[config.mk]
export PLATFORM = sky130hd
export DESIGN_NAME = header_length_message_deframer_core
export DESIGN_NICKNAME = d
export VERILOG_FILES = /design/src/hlmd_pkg.sv /design/src/hlmd_utf8_check.sv /design/src/hlmd_parser.sv /design/src/header_length_message_deframer_core.sv
export SDC_FILE = /design/constraint.sdc
export NUM_CORES = 1
export LEC_CHECK = 0
export ABC_AREA = 1
export BUFFER_PORTS_ARGS = -buffer_cell sky130_fd_sc_hd__buf_2
export CORE_MARGIN = 1.5
export CORE_UTILIZATION = 60
export CTS_BUF_LIST = sky130_fd_sc_hd__clkbuf_4 sky130_fd_sc_hd__clkbuf_8
export DETAILED_ROUTE_END_ITERATION = 10
export PLACE_DENSITY = 0.76
export SETUP_SLACK_MARGIN = 0.15
export SLEW_MARGIN = 20
export SYNTH_ARGS = -nofsm -noshare
export SYNTH_HDL_FRONTEND = slang
export SYNTH_SLANG_ARGS = --single-unit
[constraint.sdc]
create_clock -name clock -period 6.33 [get_ports clock]
set_clock_uncertainty 0.05 [all_clocks]
set_input_delay 0.3165 -clock clock [delete_from_list [all_inputs] [get_ports clock]]
set_output_delay 0.3165 -clock clock [all_outputs]
set_load 0.02 [all_outputs]
[src/hlmd_pkg.sv]
// Shared types, codes and constants of the header/length message deframer.
package hlmd_pkg;

   // Default width bound of the Length header value
   localparam int LENGTH_BITS_DEFAULT = 32;

   // Stream phase; the unused code is treated as malformed
   typedef enum logic [1:0] {
      PH_HEADERS = 2'd0,
      PH_PAYLOAD = 2'd1,
      PH_BAD     = 2'd2
   } phase_type;

   // Progress of the first colon on a header line
   typedef enum logic [1:0] {
      COLON_NONE  = 2'd0,
      COLON_JUST  = 2'd1,
      COLON_SPACE = 2'd2,
      COLON_OTHER = 2'd3
   } colon_type;

   // UTF-8 checker status of the current line
   typedef enum logic [1:0] {
      U8_CHECKING = 2'd0,
      U8_NUL_STOP = 2'd1,
      U8_ERROR    = 2'd2
   } utf8_stat_type;

   // Allowed range of the next continuation byte
   typedef enum logic [2:0] {
      RULE_80_BF = 3'd0,
      RULE_A0_BF = 3'd1,
      RULE_80_9F = 3'd2,
      RULE_90_BF = 3'd3,
      RULE_80_8F = 3'd4
   } utf8_rule_type;

   // Class tag of a passed byte
   typedef enum logic [1:0] {
      CLS_HEADER  = 2'd0,
      CLS_BLANK   = 2'd1,
      CLS_PAYLOAD = 2'd2,
      CLS_DROPPED = 2'd3
   } class_type;

   // Positions of the Length prefix matcher
   localparam logic [3:0] POS_START  = 4'd0;
   localparam logic [3:0] POS_VALUE  = 4'd8;
   localparam logic [3:0] POS_NULEND = 4'd9;
   localparam logic [3:0] POS_NONE   = 4'd15;

   // Characters
   localparam logic [7:0] CH_NUL   = 8'h00;
   localparam logic [7:0] CH_LF    = 8'h0A;
   localparam logic [7:0] CH_SPACE = 8'h20;
   localparam logic [7:0] CH_ZERO  = 8'h30;
   localparam logic [7:0] CH_NINE  = 8'h39;
   localparam logic [7:0] CH_COLON = 8'h3A;

   // UTF-8 checker state of one line
   typedef struct packed {
      utf8_stat_type status;
      logic [1:0]    pending;
      utf8_rule_type rule;
   } utf8_state_type;

   // One result transaction
   typedef struct packed {
      logic [31:0] plen;
      logic        bad;
      logic        done;
      class_type   cls;
      logic [7:0]  data;
   } result_type;

   // Characters of the "Length: " prefix
   function automatic logic [7:0] prefix_char(input logic [2:0] idx);
      logic [7:0] ch;
      case (idx)
         3'd0:    ch = 8'h4C;
         3'd1:    ch = 8'h65;
         3'd2:    ch = 8'h6E;
         3'd3:    ch = 8'h67;
         3'd4:    ch = 8'h74;
         3'd5:    ch = 8'h68;
         3'd6:    ch = CH_COLON;
         default: ch = CH_SPACE;
      endcase
      return ch;
   endfunction

endpackage

[src/hlmd_utf8_check.sv]
// Next state of the per-line UTF-8 checker for one header byte.
module hlmd_utf8_check (
   input  logic [7:0]              data_byte,
   input  hlmd_pkg::utf8_state_type cur,
   output hlmd_pkg::utf8_state_type nxt
);
   import hlmd_pkg::*;

   logic [7:0] range_lo;
   logic [7:0] range_hi;

   // Decode the allowed continuation range
   always_comb begin
      range_lo = 8'h80;
      range_hi = 8'hBF;
      case (cur.rule)
         RULE_A0_BF: range_lo = 8'hA0;
         RULE_80_9F: range_hi = 8'h9F;
         RULE_90_BF: range_lo = 8'h90;
         RULE_80_8F: range_hi = 8'h8F;
         default:    range_lo = 8'h80;
      endcase
   end

   // Advance the checker; stop at NUL or on the first error
   always_comb begin
      nxt = cur;
      if (cur.status == U8_CHECKING) begin
         if (data_byte == CH_NUL) begin
            nxt.status = (cur.pending != 2'd0) ? U8_ERROR : U8_NUL_STOP;
         end else if (cur.pending != 2'd0) begin
            if (data_byte < range_lo || data_byte > range_hi) begin
               nxt.status = U8_ERROR;
            end else begin
               nxt.rule    = RULE_80_BF;
               nxt.pending = cur.pending - 2'd1;
            end
         end else begin
            nxt.rule = RULE_80_BF;
            if (data_byte < 8'h80) begin
               nxt.pending = 2'd0;
            end else if (data_byte < 8'hC2 || data_byte > 8'hF4) begin
               nxt.status = U8_ERROR;
            end else if (data_byte < 8'hE0) begin
               nxt.pending = 2'd1;
            end else if (data_byte < 8'hF0) begin
               nxt.pending = 2'd2;
               if (data_byte == 8'hE0) begin
                  nxt.rule = RULE_A0_BF;
               end else if (data_byte == 8'hED) begin
                  nxt.rule = RULE_80_9F;
               end
            end else begin
               nxt.pending = 2'd3;
               if (data_byte == 8'hF0) begin
                  nxt.rule = RULE_90_BF;
               end else if (data_byte == 8'hF4) begin
                  nxt.rule = RULE_80_8F;
               end
            end
         end
      end
   end

endmodule

[src/hlmd_parser.sv]
// Deframer state and the single-pass step that tags one byte.
module hlmd_parser #(
   parameter int LENGTH_BITS = hlmd_pkg::LENGTH_BITS_DEFAULT
) (
   input  logic                 clock,
   input  logic                 reset,
   input  logic                 step_en,
   input  logic [7:0]           data_byte,
   output hlmd_pkg::result_type result
);
   import hlmd_pkg::*;

   localparam int AccBits = (LENGTH_BITS > 32) ? 32 : LENGTH_BITS;

   phase_type            phase_ff, phase_in;
   logic                 line_start_ff, line_start_in;
   colon_type            colon_ff, colon_in;
   utf8_state_type       utf8_ff, utf8_in, utf8_step;
   logic [3:0]           pos_ff, pos_in;
   logic                 found_ff, found_in;
   logic                 bad_digit_ff, bad_digit_in;
   logic                 overflow_ff, overflow_in;
   logic [AccBits-1:0]   accum_ff, accum_in;
   logic [31:0]          remain_ff, remain_in;

   logic                 is_lf;
   logic                 is_digit;
   logic                 utf_ok;
   logic                 value_pos;
   logic [31:0]          remain_dec;
   logic [AccBits+3:0]   accum_x10;

   hlmd_utf8_check u_utf8 (
      .data_byte (data_byte),
      .cur       (utf8_ff),
      .nxt       (utf8_step)
   );

   // Decode the byte and the current line
   assign is_lf      = (data_byte == CH_LF);
   assign is_digit   = (data_byte >= CH_ZERO) && (data_byte <= CH_NINE);
   assign utf_ok     = (utf8_ff.status == U8_NUL_STOP) ||
                       (utf8_ff.status == U8_CHECKING && utf8_ff.pending == 2'd0);
   assign value_pos  = (pos_ff == POS_VALUE) || (pos_ff == POS_NULEND);
   assign remain_dec = remain_ff - 32'(remain_ff != 32'd0);
   // Multiply-by-ten accumulate; any upper bit set is overflow
   assign accum_x10  = {1'b0, accum_ff, 3'b000} + {3'b000, accum_ff, 1'b0} +
                       (AccBits + 4)'(data_byte - CH_ZERO);

   // Next state
   always_comb begin
      phase_in      = phase_ff;
      line_start_in = line_start_ff;
      colon_in      = colon_ff;
      utf8_in       = utf8_ff;
      pos_in        = pos_ff;
      found_in      = found_ff;
      bad_digit_in  = bad_digit_ff;
      overflow_in   = overflow_ff;
      accum_in      = accum_ff;
      remain_in     = remain_ff;
      case (phase_ff)
         PH_PAYLOAD: begin
            remain_in = remain_dec;
            if (remain_dec == 32'd0) begin
               phase_in      = PH_HEADERS;
               found_in      = 1'b0;
               bad_digit_in  = 1'b0;
               overflow_in   = 1'b0;
               accum_in      = '0;
               line_start_in = 1'b1;
               colon_in      = COLON_NONE;
               utf8_in       = '{U8_CHECKING, 2'd0, RULE_80_BF};
               pos_in        = POS_START;
            end
         end
         PH_HEADERS: begin
            if (is_lf && line_start_ff) begin
               if (bad_digit_ff || overflow_ff) begin
                  phase_in = PH_BAD;
               end else if (accum_ff == '0) begin
                  found_in      = 1'b0;
                  remain_in     = 32'd0;
                  line_start_in = 1'b1;
                  colon_in      = COLON_NONE;
                  utf8_in       = '{U8_CHECKING, 2'd0, RULE_80_BF};
                  pos_in        = POS_START;
               end else begin
                  remain_in = 32'(accum_ff);
                  phase_in  = PH_PAYLOAD;
               end
            end else if (is_lf) begin
               if (!utf_ok || colon_ff != COLON_SPACE) begin
                  phase_in = PH_BAD;
               end else begin
                  found_in      = found_ff | value_pos;
                  line_start_in = 1'b1;
                  colon_in      = COLON_NONE;
                  utf8_in       = '{U8_CHECKING, 2'd0, RULE_80_BF};
                  pos_in        = (found_ff | value_pos) ? POS_NONE : POS_START;
               end
            end else begin
               line_start_in = 1'b0;
               utf8_in       = utf8_step;
               // Track the first colon and the byte after it
               if (colon_ff == COLON_JUST) begin
                  colon_in = (data_byte == CH_SPACE) ? COLON_SPACE : COLON_OTHER;
               end else if (colon_ff == COLON_NONE && data_byte == CH_COLON) begin
                  colon_in = COLON_JUST;
               end
               // Match the prefix, then parse the value
               if (pos_ff < POS_VALUE) begin
                  pos_in = (data_byte == prefix_char(pos_ff[2:0])) ? pos_ff + 4'd1
                                                                   : POS_NONE;
               end else if (pos_ff == POS_VALUE) begin
                  if (data_byte == CH_NUL) begin
                     pos_in = POS_NULEND;
                  end else if (!is_digit) begin
                     bad_digit_in = 1'b1;
                  end else if (!overflow_ff) begin
                     if (accum_x10[AccBits+3:AccBits] != 4'd0) begin
                        overflow_in = 1'b1;
                     end else begin
                        accum_in = accum_x10[AccBits-1:0];
                     end
                  end
               end
            end
         end
         default: begin
            phase_in = phase_ff;
         end
      endcase
   end

   // Result of the byte
   always_comb begin
      result      = '0;
      result.data = data_byte;
      case (phase_ff)
         PH_PAYLOAD: begin
            result.cls  = CLS_PAYLOAD;
            result.done = (remain_dec == 32'd0);
         end
         PH_HEADERS: begin
            if (is_lf && line_start_ff) begin
               result.cls = CLS_BLANK;
               if (bad_digit_ff || overflow_ff) begin
                  result.bad = 1'b1;
               end else begin
                  result.plen = 32'(accum_ff);
                  result.done = (accum_ff == '0);
               end
            end else begin
               result.cls = CLS_HEADER;
               result.bad = is_lf && (!utf_ok || colon_ff != COLON_SPACE);
            end
         end
         default: begin
            result.cls = CLS_DROPPED;
            result.bad = 1'b1;
         end
      endcase
   end

   // Hold state; advance on each step
   always_ff @(posedge clock) begin
      if (reset) begin
         phase_ff      <= PH_HEADERS;
         line_start_ff <= 1'b1;
         colon_ff      <= COLON_NONE;
         utf8_ff       <= '{U8_CHECKING, 2'd0, RULE_80_BF};
         pos_ff        <= POS_START;
         found_ff      <= 1'b0;
         bad_digit_ff  <= 1'b0;
         overflow_ff   <= 1'b0;
         accum_ff      <= '0;
         remain_ff     <= 32'd0;
      end else if (step_en) begin
         phase_ff      <= phase_in;
         line_start_ff <= line_start_in;
         colon_ff      <= colon_in;
         utf8_ff       <= utf8_in;
         pos_ff        <= pos_in;
         found_ff      <= found_in;
         bad_digit_ff  <= bad_digit_in;
         overflow_ff   <= overflow_in;
         accum_ff      <= accum_in;
         remain_ff     <= remain_in;
      end
   end

`ifndef SYNTHESIS
   a_bad_sticky: assert property (@(posedge clock) disable iff (reset)
      phase_ff == PH_BAD |=> phase_ff == PH_BAD)
      else $error("malformed phase left before reset");
   a_payload_owed: assert property (@(posedge clock) disable iff (reset)
      phase_ff == PH_PAYLOAD |-> remain_ff != 32'd0)
      else $error("payload phase with nothing left to pass");
   a_done_clean: assert property (@(posedge clock) disable iff (reset)
      step_en && result.done |-> !result.bad && phase_in == PH_HEADERS)
      else $error("message completed on a malformed byte");
   a_plen_blank: assert property (@(posedge clock) disable iff (reset)
      step_en && result.plen != 32'd0 |-> result.cls == CLS_BLANK && phase_in == PH_PAYLOAD)
      else $error("payload length outside a good blank line");
`endif

endmodule

[src/header_length_message_deframer_core.sv]
// Top level of the header/length message deframer: input and result registers.
//
//   channel  direction  tdata                               tuser                   tlast
//   req_     in         [7:0] data_byte                     -                       -
//   rsp_     out        [7:0] out_byte, [39:8] payload_len  [1:0] class, [2] malf.  message_done
//
// One byte per cycle sustained while the result channel is not stalled; a byte's result is presented
// after it passes the input register, then single-pass tagging logic into the result register.
// The multiply-by-ten accumulate of the Length value sets the longest path.
// reset (synchronous) returns the deframer to the start of a message and empties both
// registers. A stalled result holds; the input register keeps taking a byte while
// the result register drains in the same cycle.
module header_length_message_deframer_core #(
   parameter int LENGTH_BITS = hlmd_pkg::LENGTH_BITS_DEFAULT
) (
   input  logic        clock,
   input  logic        reset,
   input  logic        req_tvalid,
   output logic        req_tready,
   input  logic [7:0]  req_tdata,   // [7:0] data_byte
   output logic        rsp_tvalid,
   input  logic        rsp_tready,
   output logic [39:0] rsp_tdata,   // [7:0] out_byte, [39:8] payload_length
   output logic [2:0]  rsp_tuser,   // [1:0] byte_class, [2] malformed
   output logic        rsp_tlast    // message_done
);
   import hlmd_pkg::*;

   logic       in_valid_ff, in_valid_in;
   logic [7:0] in_byte_ff, in_byte_in;
   logic       out_valid_ff, out_valid_in;
   result_type out_ff, out_in;
   result_type step_result;
   logic       advance;
   logic       req_take;

   // Move the held byte on when the result register is free or draining
   assign advance    = in_valid_ff && (!out_valid_ff || rsp_tready);
   assign req_tready = !in_valid_ff || advance;
   assign req_take   = req_tvalid && req_tready;

   hlmd_parser #(
      .LENGTH_BITS (LENGTH_BITS)
   ) u_parser (
      .clock     (clock),
      .reset     (reset),
      .step_en   (advance),
      .data_byte (in_byte_ff),
      .result    (step_result)
   );

   // Load or drain both registers
   always_comb begin
      in_valid_in  = req_take ? 1'b1 : (advance ? 1'b0 : in_valid_ff);
      in_byte_in   = req_take ? req_tdata : in_byte_ff;
      out_valid_in = advance ? 1'b1 : (rsp_tready ? 1'b0 : out_valid_ff);
      out_in       = advance ? step_result : out_ff;
   end

   always_ff @(posedge clock) begin
      if (reset) begin
         in_valid_ff  <= 1'b0;
         out_valid_ff <= 1'b0;
      end else begin
         in_valid_ff  <= in_valid_in;
         out_valid_ff <= out_valid_in;
      end
   end

   always_ff @(posedge clock) begin
      in_byte_ff <= in_byte_in;
      out_ff     <= out_in;
   end

   // Drive the result channel
   assign rsp_tvalid = out_valid_ff;
   assign rsp_tdata  = {out_ff.plen, out_ff.data};
   assign rsp_tuser  = {out_ff.bad, out_ff.cls};
   assign rsp_tlast  = out_ff.done;

`ifndef SYNTHESIS
   a_in_hold: assert property (@(posedge clock) disable iff (reset)
      in_valid_ff && !advance |=> in_valid_ff && $stable(in_byte_ff))
      else $error("held input byte lost before its step");
   a_out_hold: assert property (@(posedge clock) disable iff (reset)
      out_valid_ff && !rsp_tready |-> !advance)
      else $error("result overwritten while stalled");
   a_drop_malformed: assert property (@(posedge clock) disable iff (reset)
      out_valid_ff && out_ff.cls == CLS_DROPPED |-> out_ff.bad && !out_ff.done)
      else $error("dropped byte without malformed flag");
`endif

endmodule

==> impl_metrics.json <==
{
  "status": "finished, final reports clean",
  "layout.nets": 1670,
  "final_antenna_net_count": 0,
  "rows": 48,
  "drive_above_1_share": 0.0862,
  "cts_buffer_depth": 2,
  "insertion_delay_ps": 460,
  "yosysUniqueCellTypes": 48,
  "hold_path.class": "in2reg",
  "antennaDiodeCount": 0,
  "setup_viol": 0,
  "antenna_found_initial": 0,
  "ioPinCount": 58,
  "final_common_cell": "nand2_1",
  "cts_root_buf": "clkbuf_8",
  "most-common-layout-cells": "nand2_1, nor2_1, inv_1",
  "vdd_drop_max_mv": 0.190,
  "fin_util": 0.658,
  "min_period_over_period": 0.800,
  "drc": 0,
  "drv_cap": 0,
  "drt-initial-drc-count": 834,
  "finalMaxSlewViolations": 0,
  "grt_overflow": 0,
  "max_freq_mhz": 197,
  "tightestPinTransition_ps": 1090,
  "grt_pass1_vias": 9298,
  "cp-end-kind": "register",
  "syn_area_um2": 10500,
  "numCtsBuffers": 17,
  "coreArea_um2": 17200,
  "vias": 10284,
  "routabilityCongestion": 0.947,
  "p_leak_nw": 5.37,
  "period_minus_slack_ps": 5070,
  "die-area_um2": 18300,
  "hold_viol": 0,
  "critPathKind": "reg2reg",
  "yosysSeqAreaShare": 0.312,
  "crit_arrival_ps": 5420,
  "grt_pass1_wl_mm": 47.3,
  "first_pass_iters": 9,
  "grt.total_usage": 0.335,
  "rsz0062_at_grt": "false",
  "grt_start_max_net_pins": 68,
  "ys_ff_latch": 137,
  "ys_warn_count": 0,
  "wl_per_cell_um": 16.5,
  "hpwl_mm": 22.0,
  "fp.dieH_um": 135,
  "worstPathMaxFanout": 33,
  "clkTransAtPathRegs_ps": 90,
  "synth_nets": 1626,
  "power.density_nw_per_um2": 179,
  "start_util": 0.610,
  "crit_required_ps": 6680,
  "cts_resized": 0,
  "routed_wl_mm": 29.9,
  "port_buffers": 57,
  "syn_inst": 1533,
  "avgViaCountPerCell": 5.67,
  "cts_tree": "done",
  "cts_max_level": 4,
  "setup_tns_ps": 0,
  "crit_path_start_kind": "register",
  "syn_to_final_growth_pct": 7.99,
  "relSlewSlack": 0.272,
  "die_x_um": 135,
  "cts.sinks": 137,
  "syn_area_per_cell_um2": 6.83
}
routing by layer:
metal,share of wire,up-vias,GRT usage
li1,-,5133,-
met1,0.42,4712,0.433
met2,0.48,376,0.565
met3,0.070,63,0.0582
met4,0.026,0,0.116
met5,0,-,0
timing repair:
item | CTS | global route
buffers inserted | 0 | 0
hold buffers | 8 | 0
hold endpoints to repair | 8 | 0
path summary, 6_finish.rpt:
kind                                      start                            endpoint  slack [ps]  cells past startpoint
max                     in_byte_ff[7]$_DFFE_PP_  u_parser.accum_ff[28]$_SDFFE_PP0P_        1260                     21
min                                  rsp_tready             rsp_tvalid$_SDFFE_PP0P_         100                      4
max reg2reg             in_byte_ff[7]$_DFFE_PP_  u_parser.accum_ff[28]$_SDFFE_PP0P_        1260                     21
min reg2reg  u_parser.bad_digit_ff$_SDFFE_PP0P_  u_parser.bad_digit_ff$_SDFFE_PP0P_         400                      2
cells by family (layout without fill, tap and decap cells):
group                    count (synthesis)  after routing  synth area share
buffers and inverters                  234            291            0.0903
adder cells (fa/ha/maj)                 81             81             0.119
XOR/XNOR                                13             13            0.0109
flip-flops                             137            137             0.312
AND/OR/NAND/NOR                        854            854             0.350
AO/OA/AOI/OAI                          214            214             0.118
worst max-delay path, stage by stage (launching register included):
cell and delay (ps):
edfxtp_1 520, or2_1 380, nor2_2 130, buf_4 400
fa_1 510, ha_1 360, nand2_1 130, nor2_1 150
and3_1 160, nand2_1 50, nand2_1 240, nand2_1 120
nand3_1 80, nand2_1 60, nor2_1 80, nand3_1 80
nand2_1 60, buf_4 340, nand2_1 170, nor2_4 610
nor2_1 140, nor2_1 120
metrics by stage:
| stage | hold slack (ps) | worst slack, ps | instances | instance area (um^2) | total power, W |
|---|---|---|---|---|---|
| global placement | 383 | 1460 | 1775 | 10900 | 0.00133 |
| detailed placement | 386 | 1350 | 1775 | 10900 | 0.00134 |
| CTS | 89.7 | 1300 | 1815 | 11300 | 0.00202 |
| floorplan | 365 | 1300 | 1533 | 10500 | 0.00124 |
| global route | 117 | 828 | 1815 | 11300 | 0.00211 |
| finish | 96.9 | 1260 | 1815 | 11300 | 0.00203 |
cell type report:
cell class	instances	area [um^2]
Inverter	187	702
Tap cell	225	282
Sequential cell	137	3260
Clock inverter	13	121
Fill cell	1616	5870
Multi-Input combinational cell	1162	6270
Timing Repair Buffer	72	418
Clock buffer	19	249
cell usage after synthesis, drive strengths merged:
cell type  instances  share of area
nand2            374           0.13
a2111oi            1        0.00084
o21bai             7         0.0050
a31o               1        0.00084
or2               14         0.0084
a221oi            25          0.021
o31ai              3         0.0022
edfxtp            52           0.15
nand4             51          0.030
o2111ai            1        0.00084
nor4              17          0.010
fa                31          0.059
o211ai             3         0.0022
nor2             283           0.11
a31oi              3         0.0018
ha                50          0.060
clkinv             3         0.0011
a211oi             1        0.00072
nand2b             1        0.00060
nand3             86          0.043
nor4b              1        0.00084
nand3b             7         0.0050
buf               24          0.015
dfxtp             85           0.16
and2               3         0.0018
xnor2              1        0.00084
inv              184          0.066
and3               1        0.00060
a21o               6         0.0043
nor3b              1        0.00072
xor2              12          0.010
o21ai             58          0.028
nor3              15         0.0082
a21oi            105          0.051
clkbuf            23         0.0082
report_power, final:
part           switching, W  internal (W)
combinational      0.000251      0.000121
clock              0.000379      0.000322
sequential        0.0000194      0.000936
total              0.000649       0.00138
state kept, by name, summed over array words and instances, names as in the netlist, 2 cells and up:
name	flops
in_byte_ff	8
u_parser.utf8_ff	7
u_parser.phase_ff	2
u_parser.colon_ff	2
u_parser.pos_ff	4
u_parser.accum_ff	32
rsp_tuser	3
rsp_tdata	40
u_parser.remain_ff	32
Power figures use the tool's default switching activity.
